===== src/rc_unpk_pkg.sv =====
// constants, types and helper functions for the rc frame crc channel unpacker
`default_nettype none
package rc_unpk_pkg;

	localparam int FRAME_BYTES   = 45;
	localparam int CHANNEL_COUNT = 16;
	localparam int POS_W         = 6;
	localparam int CHAN_W        = 4;
	localparam int VAL_W         = 12;
	localparam int STAGE_DEPTH   = 28;
	localparam int STG_ENTRIES   = 2 * STAGE_DEPTH;
	localparam int STG_AW        = 6;

	localparam logic [POS_W-1:0] LAST_IDX        = POS_W'(FRAME_BYTES - 1);
	localparam logic [POS_W-1:0] CTRL_HEAD_POS   = 6'd0;
	localparam logic [POS_W-1:0] CTRL_LEN_POS    = 6'd1;
	localparam logic [POS_W-1:0] CTRL_RSV_POS    = 6'd2;
	localparam logic [POS_W-1:0] CTRL_ID_POS     = 6'd3;
	localparam logic [POS_W-1:0] CTRL_FLG_POS    = 6'd28;
	localparam logic [POS_W-1:0] CTRL_CRC_HI_POS = 6'd29;
	localparam logic [POS_W-1:0] CTRL_CRC_LO_POS = 6'd30;
	localparam logic [POS_W-1:0] STAT_HEAD_POS   = 6'd31;
	localparam logic [POS_W-1:0] STAT_LEN_POS    = 6'd32;
	localparam logic [POS_W-1:0] RSSI_POS        = 6'd35;
	localparam logic [POS_W-1:0] STAT_CRC_HI_POS = 6'd43;
	localparam logic [POS_W-1:0] STAT_CRC_LO_POS = 6'd44;
	localparam logic [POS_W-1:0] STG_LAST_POS    = POS_W'(STAGE_DEPTH);

	localparam logic [15:0] CRC_INIT     = 16'hFFFF;
	localparam logic [7:0]  SYNC_RESET   = 8'h66;
	localparam logic [7:0]  LEN_RESET    = 8'd25;
	localparam logic [7:0]  RSV_RESET    = 8'd0;
	localparam logic [7:0]  ID_RESET     = 8'd176;
	localparam logic [7:0]  FLG_RESET    = 8'd0;
	localparam logic [7:0]  RSSI_RESET   = 8'd100;
	localparam logic [8:0]  CTRL_SPAN_OFS = 9'd2;
	localparam logic [8:0]  STAT_SPAN_OFS = 9'd33;

	typedef logic [CHAN_W-1:0] chan_idx_t;
	typedef logic [VAL_W-1:0]  chan_val_t;

	function automatic logic [15:0] crc_step(input logic [15:0] acc, input logic [7:0] b);
		logic [7:0] t;
		t = b ^ acc[7:0];
		t = t ^ (t << 4);
		return {8'h00, acc[15:8]} ^ {t, 8'h00} ^ {5'b0, t, 3'b0} ^ {12'h000, t[7:4]};
	endfunction

	function automatic chan_val_t chan_reset_value(input chan_idx_t k);
		chan_val_t v;
		v = 12'd0;
		if (k < 4'd8) begin
			v = 12'd1500;
		end else if (k < 4'd12) begin
			v = 12'd1000;
		end
		return v;
	endfunction

endpackage
`default_nettype wire


===== src/rc_frame_crc_channel_unpacker_unit.sv =====
// rc frame decoder: crc-checked sub-frames, channel store memory and channel result stream
// output: after the last frame byte's transfer, the emission control, read stage and output register
//   pass one channel result per cycle, 16 results in all, while the output side takes them
// throughput: one input byte per cycle; a byte arriving at the last frame position waits
//   only while the previous frame's channel reads are still pending or in the read stage
// reset: control state and channel-memory valid bits clear at once, no clearing pass
`default_nettype none
module rc_frame_crc_channel_unpacker_unit (
	input  wire logic        clk,
	input  wire logic        arst_n,
	input  wire logic        cfg_valid,
	output logic             cfg_ready,
	input  wire logic [7:0]  cfg_data,        // sync_value
	input  wire logic        s_axis_tvalid,
	output logic             s_axis_tready,
	input  wire logic [7:0]  s_axis_tdata,    // data_byte
	input  wire logic        s_axis_tuser,    // frame_start
	output logic             m_axis_tvalid,
	input  wire logic        m_axis_tready,
	// channel_index, channel_value, control_ok, status_ok, flag_bits, data_ident,
	// length_value, reserved_value, signal_strength, zero fill
	output logic [63:0]      m_axis_tdata,
	output logic             m_axis_tlast
);
	import rc_unpk_pkg::*;

	// configuration
	logic [7:0] sync_q;

	// frame reception state
	logic [POS_W-1:0] pos_q;
	logic [15:0] ccrc_q, scrc_q;
	logic [7:0]  cspan_q, sspan_q;
	logic [1:0]  hm_q;
	logic [15:0] rcw0_q, rcw1_q;
	logic [7:0]  pend_len_q, pend_rsv_q, pend_id_q, pend_flg_q, pend_rssi_q;
	logic        wr_bank_q;

	// held values
	logic [7:0]  held_len_q, held_rsv_q, held_id_q, held_flg_q, held_rssi_q;

	// emission control
	logic        emit_act_q;
	chan_idx_t   emit_idx_q;
	logic        emit_bank_q;
	logic        emit_cok_q, emit_sok_q;

	// memories
	logic [7:0]  stg_mem [0:STG_ENTRIES-1];
	chan_val_t   chan_mem [0:CHANNEL_COUNT-1];
	logic [CHANNEL_COUNT-1:0] chan_vld_q;

	// read stage
	logic        s1_vld_s1;
	chan_idx_t   s1_idx_s1;
	logic [7:0]  stg_a_s1, stg_b_s1;
	chan_val_t   chan_rd_s1;
	logic        chan_init_s1;

	// output register
	logic        out_vld_q;
	chan_idx_t   out_idx_q;
	chan_val_t   out_val_q;
	logic        out_cok_q, out_sok_q, out_last_q;
	logic [7:0]  out_flg_q, out_id_q, out_len_q, out_rsv_q, out_rssi_q;

	// combinational
	logic             take, fin, busy, advance, issue, s1_mv, chan_wr;
	logic [POS_W-1:0] idx;
	logic [7:0]       b;
	logic [15:0]      ccrc_b, scrc_b, ccrc_n, scrc_n, rcw0_n, rcw1_n;
	logic [7:0]       cspan_n, sspan_n;
	logic [1:0]       hm_n;
	logic             c_ok, s_ok;
	logic [STG_AW-1:0] wr_addr, rd_a, rd_b, bank_ofs;
	logic [2:0]       pair;
	chan_val_t        unpacked, s1_val;

	assign cfg_ready     = 1'b1;
	assign busy          = emit_act_q || s1_vld_s1;
	assign s_axis_tready = !(busy && (pos_q == LAST_IDX));
	assign b             = s_axis_tdata;
	assign idx           = s_axis_tuser ? '0 : pos_q;
	assign take          = s_axis_tvalid && s_axis_tready && (s_axis_tuser || (pos_q != '0));
	assign fin           = take && (idx >= LAST_IDX);
	assign advance       = !out_vld_q || m_axis_tready;
	assign issue         = advance && emit_act_q;
	assign s1_mv         = advance && s1_vld_s1;
	assign chan_wr       = s1_mv && emit_cok_q;

	// per-byte update of crc, span and check words
	always_comb begin
		ccrc_b  = s_axis_tuser ? CRC_INIT : ccrc_q;
		scrc_b  = s_axis_tuser ? CRC_INIT : scrc_q;
		cspan_n = s_axis_tuser ? 8'd0 : cspan_q;
		sspan_n = s_axis_tuser ? 8'd0 : sspan_q;
		hm_n    = s_axis_tuser ? 2'b00 : hm_q;
		rcw0_n  = s_axis_tuser ? 16'd0 : rcw0_q;
		rcw1_n  = s_axis_tuser ? 16'd0 : rcw1_q;
		if ((idx == CTRL_HEAD_POS) && (b == sync_q)) begin
			hm_n[0] = 1'b1;
		end
		if ((idx == STAT_HEAD_POS) && (b == sync_q)) begin
			hm_n[1] = 1'b1;
		end
		if (idx == CTRL_LEN_POS) begin
			cspan_n = b;
		end
		if (idx == STAT_LEN_POS) begin
			sspan_n = b;
		end
		if (idx == CTRL_CRC_HI_POS) begin
			rcw0_n[15:8] = b;
		end
		if (idx == CTRL_CRC_LO_POS) begin
			rcw0_n[7:0] = b;
		end
		if (idx == STAT_CRC_HI_POS) begin
			rcw1_n[15:8] = b;
		end
		if (idx == STAT_CRC_LO_POS) begin
			rcw1_n[7:0] = b;
		end
		ccrc_n = ccrc_b;
		if ((idx >= CTRL_LEN_POS) && ({3'b0, idx} <= ({1'b0, cspan_n} + CTRL_SPAN_OFS))) begin
			ccrc_n = crc_step(ccrc_b, b);
		end
		scrc_n = scrc_b;
		if ((idx >= STAT_LEN_POS) && ({3'b0, idx} <= ({1'b0, sspan_n} + STAT_SPAN_OFS))) begin
			scrc_n = crc_step(scrc_b, b);
		end
		c_ok = hm_n[0] && (({1'b0, cspan_n} + CTRL_SPAN_OFS) <= {3'b0, LAST_IDX}) &&
			(ccrc_n == rcw0_n);
		s_ok = hm_n[1] && (({1'b0, sspan_n} + STAT_SPAN_OFS) <= {3'b0, LAST_IDX}) &&
			(scrc_n == rcw1_n);
	end

	// staging and channel memory addressing, channel unpacking and result value select
	always_comb begin
		wr_addr  = STG_AW'(idx - 6'd1) + (wr_bank_q ? STG_AW'(STAGE_DEPTH) : '0);
		bank_ofs = emit_bank_q ? STG_AW'(STAGE_DEPTH) : '0;
		pair     = emit_idx_q[3:1];
		rd_a     = 6'd3 + {3'b0, pair} + {2'b0, pair, 1'b0} + {5'b0, emit_idx_q[0]} + bank_ofs;
		rd_b     = rd_a + 6'd1;
		if (s1_idx_s1[0]) begin
			unpacked = {stg_a_s1[3:0], stg_b_s1};
		end else begin
			unpacked = {stg_a_s1, stg_b_s1[7:4]};
		end
		if (emit_cok_q) begin
			s1_val = unpacked;
		end else if (chan_init_s1) begin
			s1_val = chan_rd_s1;
		end else begin
			s1_val = chan_reset_value(s1_idx_s1);
		end
	end

	always_ff @(posedge clk) begin
		if (take && (idx >= CTRL_LEN_POS) && (idx <= STG_LAST_POS)) begin
			stg_mem[wr_addr] <= b;
		end
		if (issue) begin
			stg_a_s1 <= stg_mem[rd_a];
			stg_b_s1 <= stg_mem[rd_b];
		end
	end

	always_ff @(posedge clk) begin
		if (chan_wr) begin
			chan_mem[s1_idx_s1] <= unpacked;
		end
		if (issue) begin
			chan_rd_s1 <= chan_mem[emit_idx_q];
		end
	end

	// pending frame bytes, read-stage index and output data, no reset needed
	always_ff @(posedge clk) begin
		if (take) begin
			if (idx == CTRL_LEN_POS) begin
				pend_len_q <= b;
			end
			if (idx == CTRL_RSV_POS) begin
				pend_rsv_q <= b;
			end
			if (idx == CTRL_ID_POS) begin
				pend_id_q <= b;
			end
			if (idx == CTRL_FLG_POS) begin
				pend_flg_q <= b;
			end
			if (idx == RSSI_POS) begin
				pend_rssi_q <= b;
			end
		end
		if (issue) begin
			s1_idx_s1 <= emit_idx_q;
		end
		if (s1_mv) begin
			out_idx_q  <= s1_idx_s1;
			out_val_q  <= s1_val;
			out_cok_q  <= emit_cok_q;
			out_sok_q  <= emit_sok_q;
			out_flg_q  <= held_flg_q;
			out_id_q   <= held_id_q;
			out_len_q  <= held_len_q;
			out_rsv_q  <= held_rsv_q;
			out_rssi_q <= held_rssi_q;
			out_last_q <= (s1_idx_s1 == chan_idx_t'(CHANNEL_COUNT - 1));
		end
	end

	always_ff @(posedge clk or negedge arst_n) begin
		if (!arst_n) begin
			sync_q       <= SYNC_RESET;
			pos_q        <= '0;
			ccrc_q       <= CRC_INIT;
			scrc_q       <= CRC_INIT;
			cspan_q      <= '0;
			sspan_q      <= '0;
			hm_q         <= '0;
			rcw0_q       <= '0;
			rcw1_q       <= '0;
			wr_bank_q    <= 1'b0;
			held_len_q   <= LEN_RESET;
			held_rsv_q   <= RSV_RESET;
			held_id_q    <= ID_RESET;
			held_flg_q   <= FLG_RESET;
			held_rssi_q  <= RSSI_RESET;
			emit_act_q   <= 1'b0;
			emit_idx_q   <= '0;
			emit_bank_q  <= 1'b0;
			emit_cok_q   <= 1'b0;
			emit_sok_q   <= 1'b0;
			chan_vld_q   <= '0;
			chan_init_s1 <= 1'b0;
			s1_vld_s1    <= 1'b0;
			out_vld_q    <= 1'b0;
		end else begin
			if (cfg_valid) begin
				sync_q <= cfg_data;
			end
			if (take) begin
				pos_q   <= fin ? '0 : (idx + 6'd1);
				ccrc_q  <= ccrc_n;
				scrc_q  <= scrc_n;
				cspan_q <= cspan_n;
				sspan_q <= sspan_n;
				hm_q    <= hm_n;
				rcw0_q  <= rcw0_n;
				rcw1_q  <= rcw1_n;
			end
			if (fin) begin
				wr_bank_q   <= !wr_bank_q;
				emit_bank_q <= wr_bank_q;
				emit_cok_q  <= c_ok;
				emit_sok_q  <= s_ok;
				emit_act_q  <= 1'b1;
				emit_idx_q  <= '0;
				if (c_ok) begin
					held_len_q <= pend_len_q;
					held_rsv_q <= pend_rsv_q;
					held_id_q  <= pend_id_q;
					held_flg_q <= pend_flg_q;
				end
				if (s_ok) begin
					held_rssi_q <= pend_rssi_q;
				end
			end else if (issue) begin
				emit_idx_q <= emit_idx_q + 4'd1;
				if (emit_idx_q == chan_idx_t'(CHANNEL_COUNT - 1)) begin
					emit_act_q <= 1'b0;
				end
			end
			if (issue) begin
				chan_init_s1 <= chan_vld_q[emit_idx_q];
			end
			if (chan_wr) begin
				chan_vld_q[s1_idx_s1] <= 1'b1;
			end
			if (advance) begin
				s1_vld_s1 <= emit_act_q;
				out_vld_q <= s1_vld_s1;
			end
		end
	end

	assign m_axis_tvalid = out_vld_q;
	assign m_axis_tlast  = out_last_q;
	assign m_axis_tdata  = {6'b0, out_rssi_q, out_rsv_q, out_len_q, out_id_q, out_flg_q,
		out_sok_q, out_cok_q, out_val_q, out_idx_q};

	// a frame never completes while the previous frame's channels are still being read
	a_no_fin_while_busy: assert property (@(posedge clk) disable iff (!arst_n)
		fin |-> !busy)
		else $error("frame completed during channel emission");

	// the read stage is empty when the last result leaves
	a_last_drains: assert property (@(posedge clk) disable iff (!arst_n)
		(m_axis_tvalid && m_axis_tready && m_axis_tlast) |-> !s1_vld_s1)
		else $error("channel read still pending after last result");

	// channel write-back never hits the entry being read
	a_no_rw_clash: assert property (@(posedge clk) disable iff (!arst_n)
		(chan_wr && issue) |-> (s1_idx_s1 != emit_idx_q))
		else $error("channel memory read and write on the same entry");

	// reads follow channel order
	a_read_order: assert property (@(posedge clk) disable iff (!arst_n)
		(issue && s1_vld_s1) |-> (emit_idx_q == (s1_idx_s1 + 4'd1)))
		else $error("channel reads out of order");

endmodule
`default_nettype wire

===== config.mk =====
export PLATFORM = sky130hd
export DESIGN_NAME = rc_frame_crc_channel_unpacker_unit
export DESIGN_NICKNAME = d
export VERILOG_FILES = /design/src/rc_unpk_pkg.sv /design/src/rc_frame_crc_channel_unpacker_unit.sv
export SDC_FILE = /design/constraint.sdc
export NUM_CORES = 2
export LEC_CHECK = 0
export BUFFER_PORTS_ARGS = -buffer_cell sky130_fd_sc_hd__buf_2
export CAP_MARGIN = 20
export CORE_MARGIN = 4
export CORE_UTILIZATION = 40
export DETAILED_ROUTE_END_ITERATION = 16
export GPL_ROUTABILITY_DRIVEN = 1
export PLACE_DENSITY = 0.6
export REMOVE_ABC_BUFFERS = 1
export SLEW_MARGIN = 15
export SYNTH_ARGS = -nofsm -noshare
export SYNTH_HDL_FRONTEND = slang
export SYNTH_SLANG_ARGS = --single-unit

===== constraint.sdc =====
create_clock -name clk -period 5.7 [get_ports clk]
set_input_delay 0.285 -clock clk [delete_from_list [all_inputs] [get_ports clk]]
set_output_delay 0.285 -clock clk [all_outputs]
set_load 0.02 [all_outputs]

[Yosys cells after proc, flatten, opt, wreduce, memory -nomap -nowiden]
Memory sizes are Yosys's and may differ from the RTL's. A register that Yosys moved wholly into a read port is not among the register bits.
Cells that the tools add are included.
W data, S select, Z words.
Word-level totals
  input bits: 22
  bits in read-only memories: 0
  register bits after elaboration: 267
  bits in latches: 0
  output and inout port bits: 68
  memory bits (writable): 640
  memories kept: 2
Operators by class
  bitwise gates (word level): 11
  div/mod/pow operators: 0
  add/subtract/negate cells: 11
  reductions and logical operators: 36
  magnitude comparators: 13
  multiplexer cells: 39
  eq/ne operators: 17
  $mul: 0
  shift operators: 0
Memory list
  stg_mem: words 56, width 8, rd ports 2, clocked after Yosys merged registers in 2, write ports 1, line rc_frame_crc_channel_unpacker_unit.sv:49  | logic [7:0] stg_mem [0:STG_ENTRIES-1];
  chan_mem: words 16, width 12, rd ports 1, clocked after Yosys merged registers in 1, write ports 1, line rc_frame_crc_channel_unpacker_unit.sv:50  | chan_val_t chan_mem [0:CHANNEL_COUNT-1];
Operators with widths (count)
  $mux W16: 6
  $mux W8: 8
  $mux W12: 3
  $eq A16 B16 Y1: 2
  $xor A16 B11 Y16: 2
  $xor A16 B4 Y16: 2
  $xor A8 B16 Y16: 2
  $xor A8 B8 Y8: 4
  $eq A6 B6 Y1 const B: 5
  $eq A6 B5 Y1 const B: 4
  $le A6 B9 Y1: 2
  $le A9 B6 Y1 const B: 2
  $logic_and A1 B1 Y1: 18
  $or A16 B16 Y16: 1
  $reduce_and A2 Y1: 8
  $add A6 B1 Y6 const B: 2
  $add A6 B5 Y6: 2
  $eq A6 B2 Y1 const B: 2
  $ge A6 B6 Y1 const B: 2
  $mux W6: 2
  $mux W1: 11
  $mux W11: 1
  $lt A4 B5 Y1 const B: 2
  $mux W10: 1
  24 further kinds: 33

[Depth between registers and ports, before layout]
  word-level depth: 10
  mapped depth: 32

[Worst setup path before layout]
No wires, ideal clock.
  path kind: input -> register
  start: input s_axis_tuser
  end: register held_rssi_q[0]
  stages on the path: 29
  library setup time: 0.125 ns
  slack: -1.342 ns
  required time: 5.575 ns
  arrival: 6.917 ns
  buffers on the path: 9
  cell sequence: buf_2 clkbuf_1 buf_1 clkbuf_1 buf_1 clkbuf_1 clkbuf_1 nor2b_1 inv_1 ha_1 and4bb_2 nand2_1 a31oi_1 inv_1 ha_1 inv_1 ha_1 a21oi_1 a21oi_1 o211a_1 o211a_1 buf_2 or4_1 and4_1 nor4b_1 nand4_1 or4_1 buf_2 mux2_2
On the way
  cells in the longest elaborated chain, start to end: 10
Ends and longest elaborated chain
  start: declaration: line rc_frame_crc_channel_unpacker_unit.sv:17  | input wire logic s_axis_tuser,
  $mux W6: line rc_frame_crc_channel_unpacker_unit.sv:83  | assign idx = s_axis_tuser ? '0 : pos_q;
  $eq A6 B6 Y1: line rc_frame_crc_channel_unpacker_unit.sv:109  | if (idx == STAT_LEN_POS) begin
  $mux W8 *: line rc_frame_crc_channel_unpacker_unit.sv:109
  named net sspan_n[0]: line rc_frame_crc_channel_unpacker_unit.sv:72  | logic [7:0] cspan_n, sspan_n;
  $add A8 B6 Y9 *: line rc_frame_crc_channel_unpacker_unit.sv:129, rc_frame_crc_channel_unpacker_unit.sv:134
  $le A6 B9 Y1: line rc_frame_crc_channel_unpacker_unit.sv:129  | if ((idx >= STAT_LEN_POS) && ({3'b0, idx} <= ({1'b0, sspan_n} + STAT_SPAN_OFS))) begin
  $logic_and A1 B1 Y1: line rc_frame_crc_channel_unpacker_unit.sv:129
  $mux W16: line rc_frame_crc_channel_unpacker_unit.sv:129
  $eq A16 B16 Y1: line rc_frame_crc_channel_unpacker_unit.sv:135  | (scrc_n == rcw1_n);
  $logic_and A1 B1 Y1 *: line rc_frame_crc_channel_unpacker_unit.sv:134  | s_ok = hm_n[1] && (({1'b0, sspan_n} + STAT_SPAN_OFS) <= {3'b0, LAST_IDX}) &&
  $reduce_and A2 Y1 (no source line) *
  end signal: assignment: line rc_frame_crc_channel_unpacker_unit.sv:268  | held_rssi_q <= pend_rssi_q;
  end: declaration: line rc_frame_crc_channel_unpacker_unit.sv:40  | logic [7:0] held_len_q, held_rsv_q, held_id_q, held_flg_q, held_rssi_q;
The timed path passes the listed nets; every way through them passes the cells marked *.
A chain may end at the register's enable or synchronous reset.

[Worst setup path after layout]
  start: register pos_q[0]
  end: register held_rssi_q[3]
On the way
  cells in the longest elaborated chain, start to end: 10
Ends and longest elaborated chain
  start: declaration: line rc_frame_crc_channel_unpacker_unit.sv:31  | logic [POS_W-1:0] pos_q;
  start signal: assignment: line rc_frame_crc_channel_unpacker_unit.sv:245  | pos_q <= fin ? '0 : (idx + 6'd1);
  $mux W6 *: line rc_frame_crc_channel_unpacker_unit.sv:83
  $eq A6 B6 Y1 *: line rc_frame_crc_channel_unpacker_unit.sv:109
  $mux W8 *: line rc_frame_crc_channel_unpacker_unit.sv:109
  named net sspan_n[0]: line rc_frame_crc_channel_unpacker_unit.sv:72
  $add A8 B6 Y9 *: line rc_frame_crc_channel_unpacker_unit.sv:129, rc_frame_crc_channel_unpacker_unit.sv:134
  $le A6 B9 Y1: line rc_frame_crc_channel_unpacker_unit.sv:129
  $logic_and A1 B1 Y1: line rc_frame_crc_channel_unpacker_unit.sv:129
  $mux W16: line rc_frame_crc_channel_unpacker_unit.sv:129
  $eq A16 B16 Y1: line rc_frame_crc_channel_unpacker_unit.sv:135
  $logic_and A1 B1 Y1 *: line rc_frame_crc_channel_unpacker_unit.sv:134
  $reduce_and A2 Y1 (no source line) *
Marked as above.

==> metrics.yaml <==
crit_end: "held_rssi_q[3]$_DFFE_PN0P_"
dp_slack_ns: 0.0875
gp_congestion: 0.908
io_pins: 90
finalCritPeriodShare_pct: 94.4
wl_per_cell_um: 26.6
antenna_found_initial: 6
stdcell_count: 4223
ys_seq_area_share_pct: 63.2
grt_max_degree: 137
cts_buffers: 100
path_cells: "nor2b_1 -> inv_1 -> ha_1 -> and4bb_2 -> nand2_1 -> nor2_1 -> a31oi_1 -> inv_1 -> ha_1 -> inv_1 -> ha_1 -> a21oi_2 -> a21oi_1 -> o211a_1 -> o211a_1 -> or4_1 -> and4_1 -> nor4b_2 -> nand4_1 -> or4_4 -> mux2_2"
post-route-util_pct: 46.0
io_buffers: 82
die_h_um: 337
drtPass1Iterations: 6
drtIter0Drc: 2515
die_area_um2: 113000
grt_pass1_vias: 25600
max_cap_viol_count: 0
tns_ns: 0
critPathCaptureType: "flip-flop"
rrSetupSlack_ns: 0.32
cp_max_fo: 9
max_freq_mhz: 186
start_util_pct: 40.3
worstPathRequired_ns: 6.27
status: "finished, final reports clean"
synth-seq-cells: 935
critPathKind: "flip-flop to flip-flop"
die_width_um: 337
ys_warn_count: 0
cts-root-buf: "clkbuf_16"
ir_drop_v: 0.000247
cts_tree: "yes"
final-setup-viol-count: 0
cts_sinks: 935
num-nets-final: 2792
hold_viol_final: 0
layout_setup_ws_ns: 0.320
drc: 0
ys_async_sr_fraction_pct: 17.5
clockBufferDepth: 3
max_stage_delay_ns: 0.65
core-area_um2: 107000
drive_gt1_share_pct: 29.5
vias: 25100
synth_edf_count: 771
finalHoldWorstSlack_ns: 0.108
overflow: 0
r2r_end: "held_rssi_q[3]$_DFFE_PN0P_"
critical_path.startpoint: "pos_q[0]$_DFFE_PN0P_"
grt_use_met3_pct: 4.08
synthCells: 2595
placed_cells_incl_taps: 4008
finClkSkew_ns: 0.0429
viasPerCell: 5.94
syn_to_final_growth_pct: 14.0
slowest_stage: "or4_4"
dp_hpwl_um: 72900
rsz0062_at_grt: "false"
netlist_area_um2: 43200
relSlewSlack_pct: 24.1
h-tree-depth: 3
met2_usage_pct: 32.0
clk_pin_slew_worst_paths_ns: 0.07
grt_busiest_layer: "met2"
track_usage_pct: 19.8
min_period_ns: 5.38
rows: 120
startpoint_type: "flip-flop"
worstMarginPinSlew_ns: 1.14
maxSlewViolCount: 0
ant_nets: 0
clock_latency_ns: 0.70
met1_usage_pct: 26.8
leakagePower_nw: 16.5
reg2reg_from: "pos_q[0]$_DFFE_PN0P_"
reg2reg_depth: 21
grt_pass1_wl_um: 168000
cellPowerDensity_nw_per_um2: 325
synth_cell_types: 80
routed_wl_um: 112000
arrival_ns: 5.95
avgSynthCellArea_um2: 16.7
synth_ff_type: "edfxtp_1"
hp-class: "input pin to flip-flop"
registers in the layout, indices dropped and copies added (netlist names), 12 cells and up:
signal / count
chan_mem: 192
out_val_q: 12
chan_rd_s1: 12
rcw0_q: 16
stg_mem: 448
ccrc_q: 16
scrc_q: 16
chan_vld_q: 16
rcw1_q: 16
placed cells by master (no fill, tap or decap), types with 10 or more instances in the layout:
| cell type | count |
|---|---|
| a21oi_1 | 63 |
| a221oi_1 | 13 |
| a22o_1 | 34 |
| a31oi_1 | 13 |
| and3_1 | 21 |
| buf_2 | 76 |
| buf_4 | 104 |
| clkbuf_1 | 30 |
| clkbuf_16 | 100 |
| clkinv_1 | 22 |
| dfrtp_1 | 117 |
| dfstp_2 | 45 |
| dlygate4sd3_1 | 19 |
| edfxtp_1 | 771 |
| ha_1 | 28 |
| inv_1 | 38 |
| mux2_1 | 29 |
| mux2_2 | 46 |
| mux2i_1 | 34 |
| mux4_2 | 345 |
| nand2_1 | 150 |
| nand2b_1 | 10 |
| nand3_1 | 36 |
| nand4_1 | 16 |
| nor2_1 | 162 |
| nor2_2 | 11 |
| nor2b_1 | 14 |
| nor3_1 | 17 |
| nor3b_1 | 13 |
| o211ai_1 | 10 |
| o21ai_0 | 84 |
| o22ai_1 | 10 |
| or2_2 | 19 |
| xnor2_1 | 62 |
| xor2_1 | 34 |
final cells by class:
cell class | count | area (um^2)
Clock inverter | 49 | 569
Tap cell | 1403 | 1760
Antenna cell | 2 | 5.00
Inverter | 41 | 154
Clock buffer | 136 | 2700
Fill cell | 9113 | 57900
Multi-Input combinational cell | 1447 | 15200
Timing Repair Buffer | 210 | 1540
Sequential cell | 935 | 27300
worst max-delay path, delay by kind of cell (launching register included):
kind	cells	cell delay, ns
buf+inv	3	0.21
fa+ha+maj	3	0.83
compound gates	5	1.00
mux	1	0.31
simple gates	9	2.53
flops	1	0.37
cells in the mapped netlist, types with 38 or more instances:
| library cell | count | area (um^2) |
|---|---|---|
| edfxtp_1 | 771 | 23200 |
| mux4_2 | 345 | 7770 |
| nor2_1 | 173 | 649 |
| nand2_1 | 150 | 563 |
| clkbuf_1 | 120 | 450 |
| dfrtp_1 | 119 | 2980 |
| o21ai_0 | 84 | 420 |
| xnor2_1 | 65 | 569 |
| a21oi_1 | 64 | 320 |
| mux2_2 | 46 | 518 |
| dfstp_2 | 45 | 1180 |
| inv_1 | 38 | 143 |
layer usage:
| layer | wire [um] | up-vias |
|---|---|---|
| met5 | 13 | - |
| met4 | 3890 | 2 |
| met3 | 8170 | 232 |
| met2 | 54500 | 1059 |
| met1 | 45800 | 13100 |
| li1 | - | 10700 |
worst min path at each step:
| stage | from | end | depth (start not counted) |
|---|---|---|---|
| after global placement | held_flg_q[4]$_DFFE_PN0P_ | out_flg_q[4]$_DFFE_PP_ | 0 |
| after global routing | s_axis_tdata[2] | stg_mem[0][2]$_DFFE_PP_ | 1 |
| after CTS | s_axis_tdata[2] | stg_mem[13][2]$_DFFE_PP_ | 1 |
| final | s_axis_tdata[2] | stg_mem[2][2]$_DFFE_PP_ | 1 |
| after detailed placement | held_flg_q[5]$_DFFE_PN0P_ | out_flg_q[5]$_DFFE_PP_ | 0 |
| after floorplan | arst_n | chan_init_s1$_DFFE_PN0P_ | 0 |
kinds of logic after synthesis:
logic type,Yosys count,synth area share [%]
AO/OA/AOI/OAI,324,5.06
buffers and inverters,218,2.08
AND/OR/NAND/NOR,525,5.80
XOR/XNOR,101,2.05
adder cells (fa/ha/maj),36,1.11
multiplexers,454,20.7
flip-flops,935,63.2
other,2,0.0174
metrics by stage:
stage          power [W]  cell area, um^2
2_1_floorplan    0.00902            42500
3_3_place_gp     0.00961            45700
3_5_place_dp     0.00965            45700
4_1_cts           0.0161            49100
5_1_grt           0.0166            49300
6_report          0.0160            49300
power by group:
group	switching [W]	total [W]	internal, W
combinational	0.00110	0.00177	0.000672
clock	0.00272	0.00646	0.00374
sequential	0.000187	0.00780	0.00761
total	0.00400	0.0160	0.0120
what timing repair did:
action | CTS | global route
setup buffers | 0 | 1
endpoints found under the hold margin | 91 | 0
gates resized for setup | 0 | 9
hold buffers | 19 | 0
setup endpoints to repair | 0 | 42
Note: power is estimated with default switching activity, not from simulation.
